[src/sv/lsa_pkg.sv]
`timescale 1ns / 1ps

package lsa_pkg;

  localparam int unsigned BANKS     = 3;
  localparam int unsigned SLOTS     = 4;
  localparam int unsigned BANK_W    = 2;
  localparam int unsigned SLOT_W    = 2;
  localparam logic [15:0] WINDOW_RST = 16'd5000;
  localparam logic [7:0]  BRIGHT_MAX = 8'd5;

  // register indexes on the configuration port
  localparam logic REG_FRESH_WINDOW = 1'b0;

  typedef logic [BANK_W-1:0] bank_t;
  typedef logic [SLOT_W-1:0] slot_t;

  // one arbitration tick
  typedef struct packed {
    logic [31:0] now_ms;
    logic        modern_present;
    logic [7:0]  modern_color;
    logic [7:0]  modern_brightness;
    logic [7:0]  modern_effect;
    logic [31:0] modern_stamp;
    logic        legacy_present;
    logic [7:0]  legacy_color_code;
    logic [15:0] legacy_level_q8;
  } tick_t;

  // one light update
  typedef struct packed {
    logic [7:0]  light_colour;
    logic [7:0]  brightness_out;
    logic [7:0]  effect_out;
    logic        from_legacy;
    logic [31:0] update_time;
  } upd_t;

  // bank cycler state
  typedef struct packed {
    logic                  started;
    bank_t                 cur_bank;
    slot_t [BANKS-1:0]     slot;
  } cyc_t;

  // fixed colour table, banks by slots
  function automatic logic [7:0] color_lookup(input bank_t bank, input slot_t slot);
    logic [7:0] c;
    c = 8'd0;
    case ({bank, slot})
      4'b00_00: c = 8'd1;
      4'b00_01: c = 8'd0;
      4'b00_10: c = 8'd2;
      4'b00_11: c = 8'd3;
      4'b01_00: c = 8'd11;
      4'b01_01: c = 8'd10;
      4'b01_10: c = 8'd6;
      4'b01_11: c = 8'd5;
      4'b10_00: c = 8'd8;
      4'b10_01: c = 8'd7;
      4'b10_10: c = 8'd6;
      4'b10_11: c = 8'd9;
      default:  c = 8'd0;
    endcase
    return c;
  endfunction

endpackage

[src/sv/lsa_decide.sv]
`timescale 1ns / 1ps

module lsa_decide (
  input  lsa_pkg::tick_t tick,
  input  logic [15:0]    window,
  input  lsa_pkg::cyc_t  cyc,
  output logic           hit,
  output lsa_pkg::upd_t  upd,
  output logic           cyc_we,
  output lsa_pkg::cyc_t  cyc_nxt
);

  logic [31:0]          age;
  logic                 fresh;
  logic                 use_modern;
  logic [3:0]           dsum;
  logic [2:0]           dsum2;
  lsa_pkg::bank_t       bank;
  lsa_pkg::slot_t       slot_sel;
  logic [18:0]          scaled;
  logic [10:0]          br_raw;
  logic [7:0]           br;

  // freshness of the modern request
  assign age   = tick.now_ms - tick.modern_stamp;
  assign fresh = (tick.modern_stamp != 32'd0) && (tick.modern_stamp <= tick.now_ms) &&
                 (age <= {16'd0, window});
  assign use_modern = tick.modern_present && fresh;

  // legacy code mod 3 through base-4 digit sums
  assign dsum  = {2'b00, tick.legacy_color_code[7:6]} + {2'b00, tick.legacy_color_code[5:4]} +
                 {2'b00, tick.legacy_color_code[3:2]} + {2'b00, tick.legacy_color_code[1:0]};
  assign dsum2 = {1'b0, dsum[3:2]} + {1'b0, dsum[1:0]};
  always_comb begin
    if (dsum2 >= 3'd6) begin
      bank = lsa_pkg::bank_t'(dsum2 - 3'd6);
    end else if (dsum2 >= 3'd3) begin
      bank = lsa_pkg::bank_t'(dsum2 - 3'd3);
    end else begin
      bank = lsa_pkg::bank_t'(dsum2);
    end
  end

  // bank cycler
  always_comb begin
    cyc_nxt  = cyc;
    slot_sel = cyc.slot[bank];
    if (!cyc.started) begin
      cyc_nxt.started  = 1'b1;
      cyc_nxt.cur_bank = bank;
    end else if (cyc.cur_bank != bank) begin
      slot_sel              = cyc.slot[bank] + 2'd1;
      cyc_nxt.slot[bank]    = slot_sel;
      cyc_nxt.cur_bank      = bank;
    end
  end

  // brightness: round level*5 half up, saturate at 5
  assign scaled = {1'b0, tick.legacy_level_q8, 2'b00} + {3'b000, tick.legacy_level_q8} + 19'd128;
  assign br_raw = scaled[18:8];
  assign br     = (br_raw > 11'd5) ? lsa_pkg::BRIGHT_MAX : br_raw[7:0];

  // source selection
  always_comb begin
    hit    = 1'b0;
    cyc_we = 1'b0;
    upd.update_time = tick.now_ms;
    if (use_modern) begin
      hit                = 1'b1;
      upd.light_colour   = tick.modern_color;
      upd.brightness_out = tick.modern_brightness;
      upd.effect_out     = tick.modern_effect;
      upd.from_legacy    = 1'b0;
    end else begin
      hit                = tick.legacy_present;
      cyc_we             = tick.legacy_present;
      upd.light_colour   = lsa_pkg::color_lookup(bank, slot_sel);
      upd.brightness_out = br;
      upd.effect_out     = 8'd0;
      upd.from_legacy    = 1'b1;
    end
  end

endmodule

[src/sv/lighting_source_arbiter_top.sv]
`timescale 1ns / 1ps
// lighting source arbiter
// input channel: one beat per arbitration tick (time, modern request, legacy
// message), taken when in_valid is high and in_stall is low.
// output channel: at most one light update per tick, presented on out_valid
// and held while out_stall is high. a tick in which neither source applies
// gives no beat.
// path: a tick is registered on entry, and its update moves on into the output
// register once that register is free or draining.
// throughput: one tick per cycle while out_stall is low; the whole decision is
// a single pass of compare and small arithmetic between entry and output registers.
// when the receiver stalls, the output register holds its beat and the entry
// register fills; in_stall rises only once both are occupied.
// configuration: apb write to byte address 0 sets fresh_window_ms; write it
// only while no tick is in flight.
// reset: empties both registers, restores a window of 5000 ms and clears the
// bank cycler (not started, bank 0, every slot 0).

module lighting_source_arbiter_top (
  input  logic        clk,
  input  logic        rst_n,
  input  logic        in_valid,
  output logic        in_stall,
  input  logic [31:0] in_now_ms,
  input  logic        in_modern_present,
  input  logic [7:0]  in_modern_color,
  input  logic [7:0]  in_modern_brightness,
  input  logic [7:0]  in_modern_effect,
  input  logic [31:0] in_modern_stamp,
  input  logic        in_legacy_present,
  input  logic [7:0]  in_legacy_color_code,
  input  logic [15:0] in_legacy_level_q8,
  output logic        out_valid,
  input  logic        out_stall,
  output logic [7:0]  out_light_colour,
  output logic [7:0]  out_brightness_out,
  output logic [7:0]  out_effect_out,
  output logic        out_from_legacy,
  output logic [31:0] out_update_time,
  input  logic        cfg_psel,
  input  logic        cfg_penable,
  input  logic        cfg_pwrite,
  input  logic [2:0]  cfg_paddr,
  input  logic [31:0] cfg_pwdata,
  output logic [31:0] cfg_prdata,
  output logic        cfg_pready
);

  logic            s1_valid_r;
  lsa_pkg::tick_t  s1_tick_r;
  logic            s1_adv;
  logic            out_valid_r;
  lsa_pkg::upd_t   out_upd_r;
  logic [15:0]     window_r;
  lsa_pkg::cyc_t   cyc_r;
  logic            hit;
  lsa_pkg::upd_t   upd;
  logic            cyc_we;
  lsa_pkg::cyc_t   cyc_nxt;
  logic            cfg_wr;

  // configuration port
  assign cfg_pready = 1'b1;
  assign cfg_wr     = cfg_psel && cfg_penable && cfg_pwrite && cfg_pready;
  assign cfg_prdata = (cfg_paddr[2] == lsa_pkg::REG_FRESH_WINDOW) ? {16'd0, window_r} : 32'd0;

  always_ff @(posedge clk) begin
    if (!rst_n) begin
      window_r <= lsa_pkg::WINDOW_RST;
    end else if (cfg_wr && (cfg_paddr[2] == lsa_pkg::REG_FRESH_WINDOW)) begin
      window_r <= cfg_pwdata[15:0];
    end
  end

  // handshake: entry stage moves on when the output register is free or draining
  assign s1_adv   = !out_valid_r || !out_stall;
  assign in_stall = s1_valid_r && !s1_adv;

  // entry register
  always_ff @(posedge clk) begin
    if (!rst_n) begin
      s1_valid_r <= 1'b0;
    end else if (!in_stall) begin
      s1_valid_r <= in_valid;
    end
  end

  always_ff @(posedge clk) begin
    if (!in_stall && in_valid) begin
      s1_tick_r.now_ms            <= in_now_ms;
      s1_tick_r.modern_present    <= in_modern_present;
      s1_tick_r.modern_color      <= in_modern_color;
      s1_tick_r.modern_brightness <= in_modern_brightness;
      s1_tick_r.modern_effect     <= in_modern_effect;
      s1_tick_r.modern_stamp      <= in_modern_stamp;
      s1_tick_r.legacy_present    <= in_legacy_present;
      s1_tick_r.legacy_color_code <= in_legacy_color_code;
      s1_tick_r.legacy_level_q8   <= in_legacy_level_q8;
    end
  end

  // decision logic
  lsa_decide u_decide (
    .tick    (s1_tick_r),
    .window  (window_r),
    .cyc     (cyc_r),
    .hit     (hit),
    .upd     (upd),
    .cyc_we  (cyc_we),
    .cyc_nxt (cyc_nxt)
  );

  // bank cycler state
  always_ff @(posedge clk) begin
    if (!rst_n) begin
      cyc_r <= '0;
    end else if (s1_valid_r && s1_adv && cyc_we) begin
      cyc_r <= cyc_nxt;
    end
  end

  // output register
  always_ff @(posedge clk) begin
    if (!rst_n) begin
      out_valid_r <= 1'b0;
    end else if (s1_adv) begin
      out_valid_r <= s1_valid_r && hit;
    end
  end

  always_ff @(posedge clk) begin
    if (s1_adv && s1_valid_r && hit) begin
      out_upd_r <= upd;
    end
  end

  assign out_valid          = out_valid_r;
  assign out_light_colour   = out_upd_r.light_colour;
  assign out_brightness_out = out_upd_r.brightness_out;
  assign out_effect_out     = out_upd_r.effect_out;
  assign out_from_legacy    = out_upd_r.from_legacy;
  assign out_update_time    = out_upd_r.update_time;

endmodule

[config.mk]
export PLATFORM = sky130hd
export DESIGN_NAME = lighting_source_arbiter_top
export DESIGN_NICKNAME = d
export VERILOG_FILES = /design/src/sv/lsa_pkg.sv /design/src/sv/lsa_decide.sv /design/src/sv/lighting_source_arbiter_top.sv
export SDC_FILE = /design/constraint.sdc
export NUM_CORES = 1
export LEC_CHECK = 0
export ABC_CLOCK_PERIOD_IN_PS = 17560
export BUFFER_PORTS_ARGS = -buffer_cell sky130_fd_sc_hd__buf_4
export CORE_UTILIZATION = 30
export DETAILED_ROUTE_END_ITERATION = 12
export PLACE_DENSITY = 0.55
export SLEW_MARGIN = 0
export SYNTH_ARGS = -nofsm -noshare
export SYNTH_HDL_FRONTEND = slang
export SYNTH_HIERARCHICAL = 1
export SYNTH_SLANG_ARGS = --single-unit
[constraint.sdc]
create_clock -name clk -period 17.56 [get_ports clk]
set_input_delay 3.512 -clock clk [delete_from_list [all_inputs] [get_ports clk]]
set_output_delay 3.512 -clock clk [all_outputs]
set_load 0.005 [all_outputs]
# After elaboration in Yosys (flattened, before gate mapping)
# Memories as Yosys holds them, arrays and structs flattened.
# Index checks and enable logic that the tools add are counted.
word_totals:
  reg_bits: 198
  rom_bits: 64
  input_bits: 156
  out_inout_bits: 92
  elab_cells: 80
  mem_count: 1
memory_table:
  columns: ["memory", "words", "word_bits", "read_ports", "rd_clocked_by_memory_dff", "write_ports", "line_no", "rtl"]
  rows:
  - ["(no name shown)", 16, 4, 1, 0, 0, "lsa_pkg.sv:51", "case ({bank, slot})"]
op_classes:
  addsub: 10
  magnitude_cmp: 7
  eq_ne: 2
  muxes: 16
  bitwise_logic: 1
  n_reduce_logical: 21
ops:
  columns: ["operator", "n"]
  rows:
  - ["<= comparator 32 x 16 -> 1 bit", 1]
  - ["<= comparator 32 bit", 1]
  - ["nonzero test 32 bit", 1]
  - ["subtractor 32 bit", 1]
  - ["2-to-1 mux 25 bit", 1]
  - ["adder 18 x 16 -> 19 bit", 1]
  - ["adder 19 x 8 -> 19 bit (second input constant)", 1]
  - ["2-to-1 mux 16 bit", 1]
  - ["2-to-1 mux 8 bit", 2]
  - ["2-to-1 mux 2 bit", 7]
  - ["logical AND 1 bit", 13]
  - ["> comparator 11 x 3 -> 1 bit (second input constant)", 1]
  - ["adder 4 x 2 -> 4 bit", 2]
  - ["adder 2 x 2 -> 3 bit", 2]
  - ["bitwise mux 6 bit", 1]
  - ["binary-select mux 2 bit (select 2 bit)", 1]
  - ["demux 2 bit (select 2 bit)", 1]
  - ["zero test 1 bit", 4]
  - ["subtractor 2 bit (second input constant)", 2]
  - [">= comparator 3 x 2 -> 1 bit (second input constant)", 1]
  - [">= comparator 3 bit (second input constant)", 1]
  - ["< comparator 2 x 3 -> 1 bit (second input constant)", 1]
  - ["AND reduction 3 bit", 1]
  - ["adder 2 x 1 -> 2 bit (second input constant)", 1]
  - ["7 further kinds", 8]

# Logic depth before layout (Yosys ltp)
# Gate-level depths: netlist (run 1).
depth:
  depth_word: 14
  depth_mapped: 24
  mapped_depth_nobuf: 23

# Cells and area by module
# Netlist (run 1), hierarchy kept.
modules_own_cells:
  columns: ["mod", "instances", "cells_per_inst", "area_per_inst_um2", "seq_area_each_um2"]
  rows:
  - ["lighting_source_arbiter_top", 1, 322, 6543.8, 5675.4]
  - ["lsa_decide", 1, 593, 4157.7, 0.0]

# Least setup slack after synthesis (run 1)
# No wires, ideal clock.
synth_path:
  path_kind: "input to register"
  from: "in out_stall"
  to: "reg s1_tick_r[0] (netlist name) (enable)"
  setup_time_ns: 0.602
  t_arrival_ns: 8.776
  required_time_ns: 16.958
  setup_slack_ns: 8.182
  stages: 2
  path_buffers: 0
  path_cell_list: "and3_1 > nor2b_1"
synth_between:
  elab_chain_len: 6
synth_rtl:
  columns: ["item", "line_no", "rtl"]
  rows:
  - ["start: declaration", "lighting_source_arbiter_top.sv:34", "input logic out_stall,"]
  - ["zero test 1 bit", "lighting_source_arbiter_top.sv:76", "assign s1_adv = !out_valid_r || !out_stall;"]
  - ["logical OR 1 bit", "lighting_source_arbiter_top.sv:76", null]
  - ["zero test 1 bit", "lighting_source_arbiter_top.sv:77", "assign in_stall = s1_valid_r && !s1_adv;"]
  - ["logical AND 1 bit", "lighting_source_arbiter_top.sv:77", null]
  - ["zero test 1 bit", "lighting_source_arbiter_top.sv:89", "if (!in_stall && in_valid) begin"]
  - ["logical AND 1 bit", "lighting_source_arbiter_top.sv:89", null]
  - ["end: declaration", "lighting_source_arbiter_top.sv:50", "lsa_pkg::tick_t s1_tick_r;"]
# No other way between the ends.
# A chain may end at the register's enable or synchronous reset.

# Worst setup path after layout (run 1)
layout_path:
  from: "in cfg_paddr[2]"
  to: "out cfg_prdata[1]"
layout_between:
  elab_chain_len: 1
layout_rtl:
  columns: ["item", "line_no", "rtl"]
  rows:
  - ["start: declaration", "lighting_source_arbiter_top.sv:43", "input logic [2:0] cfg_paddr,"]
  - ["2-to-1 mux 16 bit", "lighting_source_arbiter_top.sv:65", "assign cfg_prdata = (cfg_paddr[2] == lsa_pkg::REG_FRESH_WINDOW) ? {16'd0, window_r} : 32'd0;"]
  - ["end: declaration", "lighting_source_arbiter_top.sv:45", "output logic [31:0] cfg_prdata,"]
# No other way between the ends.

==> results of run 1 <==
cell type report:
type / count / area (um2) / area share, %
diodes: 3 / 7.51 / 0.0575
clock buffers: 17 / 425 / 3.26
clock inverters: 14 / 185 / 1.42
inverters: 76 / 285 / 2.18
multi-input cells: 583 / 4300 / 32.9
flip-flops and latches: 198 / 5680 / 43.4
well taps: 455 / 569 / 4.36
repair buffers: 216 / 1620 / 12.4
flip-flops by register name, indices dropped and copies added (netlist names):
name                flops
out_light_colour        8
out_from_legacy         1
window_r               16
out_valid               1
cyc_r                   9
out_brightness_out      8
s1_valid_r              1
out_effect_out          8
out_update_time        32
s1_tick_r             114
worst max-delay path, stage by stage:
cell and delay, ps:
buf_4 180, and2b_1 200, buf_4 130
kinds of logic (layout without fill, tap and decap cells):
logic type / Yosys count / count (layout) / share of synthesized area (%)
other cells: 3 / 21 / 0.105
mux: 29 / 29 / 2.83
fa+ha+maj: 86 / 86 / 10.5
flops: 198 / 198 / 53.0
simple gates: 241 / 241 / 12.3
xor+xnor: 36 / 36 / 2.95
compound gates: 173 / 173 / 10.8
buf+inv: 149 / 323 / 7.53
through the flow:
step,instances,instance area [um2]
3_3_place_gp,1528,12400
6_report,1562,13100
2_1_floorplan,930,10800
5_1_grt,1560,13100
3_5_place_dp,1528,12400
4_1_cts,1559,13100
power by group:
part           internal, mW  leakage [nW]  total (mW)  switching [mW]
Sequential            0.539          1.89       0.550          0.0110
Clock                 0.216         0.298       0.412           0.196
Combinational         0.126          3.26       0.286           0.160
cells in the final DEF (no fill, tap or decap), types with 4 or more instances in the layout:
| cell | count |
|---|---|
| nor2_1 | 30 |
| nor3_1 | 10 |
| o21a_1 | 8 |
| or2_2 | 6 |
| nand4_1 | 18 |
| a31oi_1 | 7 |
| a21boi_0 | 4 |
| o211ai_1 | 5 |
| o21ai_2 | 11 |
| o22ai_1 | 5 |
| mux2_2 | 10 |
| nand3_1 | 14 |
| inv_1 | 76 |
| nand2b_1 | 6 |
| and3_1 | 5 |
| fa_1 | 6 |
| nand3_2 | 9 |
| dfxtp_1 | 27 |
| o21bai_1 | 6 |
| and2b_1 | 6 |
| or3_1 | 6 |
| and2_1 | 21 |
| a21o_1 | 10 |
| nand2_1 | 70 |
| mux2i_1 | 19 |
| o21ai_0 | 35 |
| buf_4 | 216 |
| xnor2_1 | 24 |
| nor4_1 | 11 |
| conb_1 | 18 |
| a21oi_1 | 45 |
| ha_1 | 80 |
| nor2b_1 | 21 |
| inv_6 | 4 |
| xor2_1 | 12 |
| edfxtp_1 | 171 |
| a211oi_1 | 7 |
| clkbuf_16 | 17 |
| clkinv_4 | 4 |
layer usage:
metal / vias up / track usage [%] / share of wire [%]
li1: 3612 / - / -
met1: 3408 / 16.8 / 43
met2: 192 / 22.7 / 47
met3: 27 / 6.18 / 8.4
met4: 10 / 3.91 / 1.3
met5: - / 0 / 0.32
worst max path at each step:
stage                          end         start  cells after the start  slack [ps]
floorplan             s1_tick_r[0]     out_stall                      2        8180
global placement     cfg_prdata[2]  cfg_paddr[2]                      3       10020
detailed placement   cfg_prdata[2]  cfg_paddr[2]                      3       10010
CTS                  cfg_prdata[1]  cfg_paddr[2]                      3       10010
global route        cfg_prdata[15]  cfg_paddr[2]                      3        9970
finish               cfg_prdata[1]  cfg_paddr[2]                      3       10020
==> results.cfg, run 1 <==
[synth]
synth_ff_type = edfxtp_1
yosysMostFrequentCell = edfxtp_1
synth_top_area_share_pct = 48.0
ys_seq_elements = 198
seq_area_frac_synth_pct = 53.0
yosysWarnings = 6
netlist_instances = 915
synth_edf_count = 171
ys_async_sr_fraction_pct = 0
syn-cell-area_mm2 = 0.0107
yosys.area.top_type = edfxtp_1
avgSynthCellArea_um2 = 11.7
yosysUniqueCellTypes = 65
netlist_top_cells_area = edfxtp_1 48%, ha_1 9.4%, dfxtp_1 5.1%
synth_commonest_cells = 171 x edfxtp_1, 80 x ha_1, 76 x inv_1, 70 x nand2_1, 54 x buf_4

[global_route]
gr-usage-all-layers_pct = 14.0
grt_pass1_wl_um = 38400
antenna_found_initial = 8
overflow = 0
grt_pass1_vias = 7010
grt_max_degree = 63

[routing]
vias = 7249
firstDrtPassIters = 6
drt-total-wl_um = 25000
antenna_left = 0
drc = 0
routedWlPerCell_um = 16.0
drtIter0Drc = 333
viasPerCell = 4.64

[timing]
hold_viol = 0
fin_setup_tns_ps = 0
setup_ws_ps = 10020
fmax_mhz = 133
finalSetupViolations = 0
fin_worst_skew_ps = 11.4
slew_viol_final = 0
whs_ps = 459
slew_headroom_pct = 42.4
rsz0062_at_grt = false
fin_crit_ps = 7540
tightest_slew_ps = 863
period_share_pct = 42.9

[min_path]
min_to = out_update_time[25]
hold_path.startpoint = s1_tick_r[107]
hold_path_class = reg -> reg
hold_depth = 0

[critical_path]
rrSetupSlack_ps = 11330
reg2reg_depth = 24
end_kind = output pin
r2r_start = s1_tick_r[82]
worstPathMaxFanout = 17
criticalPathCategory = in -> out
startpoint_type = input port
arrival_ps = 4020
cp.required_ps = 14050
r2r_end = out_update_time[20]

[clocking]
cts_hold_buffers = 0
cts_tree = built
cts_setup_buffers = 0
clk_latency_ps = 450
path_clk_slew_ps = 70
htree_levels = 4
root_buffer = clkbuf_16
clock_sinks = 198
cts_resized = 0
clockBufferDepth = 2
cts-buffers-inserted = 17

[die]
num_io_pins = 248
rows = 68
die_y_um = 191
die-area_mm2 = 0.0364
core_region_area_mm2 = 0.0348
fp.dieW_um = 191
start_util_pct = 30.8

[power_and_ir_drop]
power.leakage_nw = 5.45
power_mw = 1.25
power_density_mw_per_mm2 = 95.6
peakVddDrop_mv = 0.0674

[place]
gp_congestion = 0.833
place_ws_ps = 10010
hpwl_um = 18600
io_buffer_count = 212

[final_layout]
drive_gt1_share_pct = 26.6
fin_nets = 1334
syn2layout_area_growth_pct = 22.1
fillerInstances = 3423
final_util_pct = 37.5

[run]
maxCapViolations = 0

[outcome]
status = finished, final reports clean
Note: power is estimated with default switching activity, not from simulation.
==> run 2: changes to the inputs <==
Settings changed: ABC_CLOCK_PERIOD_IN_PS 17560 to 7800.
Clock period 17.56 ns to 7.8 ns, I/O delays scaled along.
==> results.cfg, run 2 (same netlist as run 1, synthesis figures left out) <==
[power_and_ir_drop]
p_comb_share_pct = 23.5
swShare_pct = 30.2
p_seq_share_pct = 45.1
power_mw = 2.75
peakVddDrop_mv = 0.155
power_switching_mw = 0.829
clock_power_share_pct = 31.4
power_density_mw_per_mm2 = 211
power.leakage_nw = 5.42
cellInternalPower_mw = 1.92

[critical_path]
arrival_ps = 6230
startpoint_type = flop
end_kind = flop
worstPathMaxFanout = 9
cp.required_ps = 8010
criticalPathCategory = reg -> reg

[timing]
whs_ps = 469
hold_viol = 0
slew_viol_final = 0
slew_headroom_pct = 37.5
tightest_slew_ps = 937
finalSetupViolations = 0
fin_setup_tns_ps = 0
fin_worst_skew_ps = 17.7
rsz0062_at_grt = false
setup_ws_ps = 1780
fmax_mhz = 166
period_share_pct = 77.2
fin_crit_ps = 6020

[final_layout]
syn2layout_area_growth_pct = 21.7
layout_commonest_cell = buf_4
fin_cells = 1563
final_area_mm2 = 0.0130
layout_common_cells = 217 x buf_4, 171 x edfxtp_1, 80 x ha_1
top_register = s1_tick_r
fin_nets = 1335
drive_gt1_share_pct = 26.7
largest_reg_flops = 114
final_util_pct = 37.4

[clocking]
cts_tree = built
cts_hold_buffers = 0
htree_levels = 4
clockBufferDepth = 2
cts_resized = 0
clk_latency_ps = 460
cts-buffers-inserted = 17
root_buffer = clkbuf_16
path_clk_slew_ps = 80
clock_sinks = 198
cts_setup_buffers = 0

[global_route]
antenna_found_initial = 6
grt_pass1_vias = 7062
grt_max_degree = 67
gr-usage-all-layers_pct = 13.9
overflow = 0
grt_pass1_wl_um = 38100

[routing]
viasPerCell = 4.59
drt-total-wl_um = 24900
vias = 7174
drtIter0Drc = 438
firstDrtPassIters = 7
drc = 0
routedWlPerCell_um = 15.9
antenna_left = 0

[die]
start_util_pct = 30.8
die_y_um = 191
num_io_pins = 248
rows = 68
fp.dieW_um = 191
die-area_mm2 = 0.0364
core_region_area_mm2 = 0.0348

[min_path]
hold_path_class = reg -> reg

[outcome]
status = finished, final reports clean

[place]
post_dp_cell_area_mm2 = 0.0125
hpwl_um = 18800
place_ws_ps = 1820
io_buffer_count = 212
dp.cells = 1529
gp_congestion = 0.824

[run]
maxCapViolations = 0
run 2: path summary, 6_finish.rpt:
check | start | to | slack, ps | depth (start not counted)
min reg2reg | cyc_r[8] | cyc_r[8] | 470 | 2
max | s1_tick_r[17] | out_light_colour[0] | 1780 | 20
max reg2reg | s1_tick_r[17] | out_light_colour[0] | 1780 | 20
min | cyc_r[8] | cyc_r[8] | 470 | 2
run 2: metal layers:
layer / part of all wire [%] / up-vias / GRT usage (%)
met5: 0.16 / - / 0
met4: 0.94 / 6 / 4.00
met3: 8.5 / 20 / 5.80
met2: 48 / 192 / 22.7
met1: 43 / 3346 / 16.6
li1: - / 3610 / -
run 2: cell type report:
type,instances,area (um2)
clock inverters,14,138
clock buffers,17,425
multi-input cells,583,4300
repair buffers,217,1630
flip-flops and latches,198,5680
fillers,3451,21800
diodes,3,7.51
inverters,76,285
well taps,455,569
run 2: worst max-delay path: stages (launching register included):
cell and delay [ps]:
edfxtp_1 320, inv_1 50, fa_1 570, fa_1 410
inv_1 60, ha_1 130, inv_1 40, fa_1 470
inv_1 40, ha_1 180, fa_1 510, ha_1 220
or3_1 410, a31oi_2 500, mux2_2 400, a22oi_1 360
nor2_1 190, xnor2_1 190, ha_1 340, o21ai_0 100
mux2_2 270
run 2: power by group through the flow:
stage               Combinational [mW]  Clock (mW)  Sequential, mW
finish                           0.647       0.862            1.24
global route                     0.724       0.941            1.25
CTS                              0.647       0.905            1.24
detailed placement               0.642           0            1.26
global placement                 0.628           0            1.26
floorplan                        0.467           0            1.26
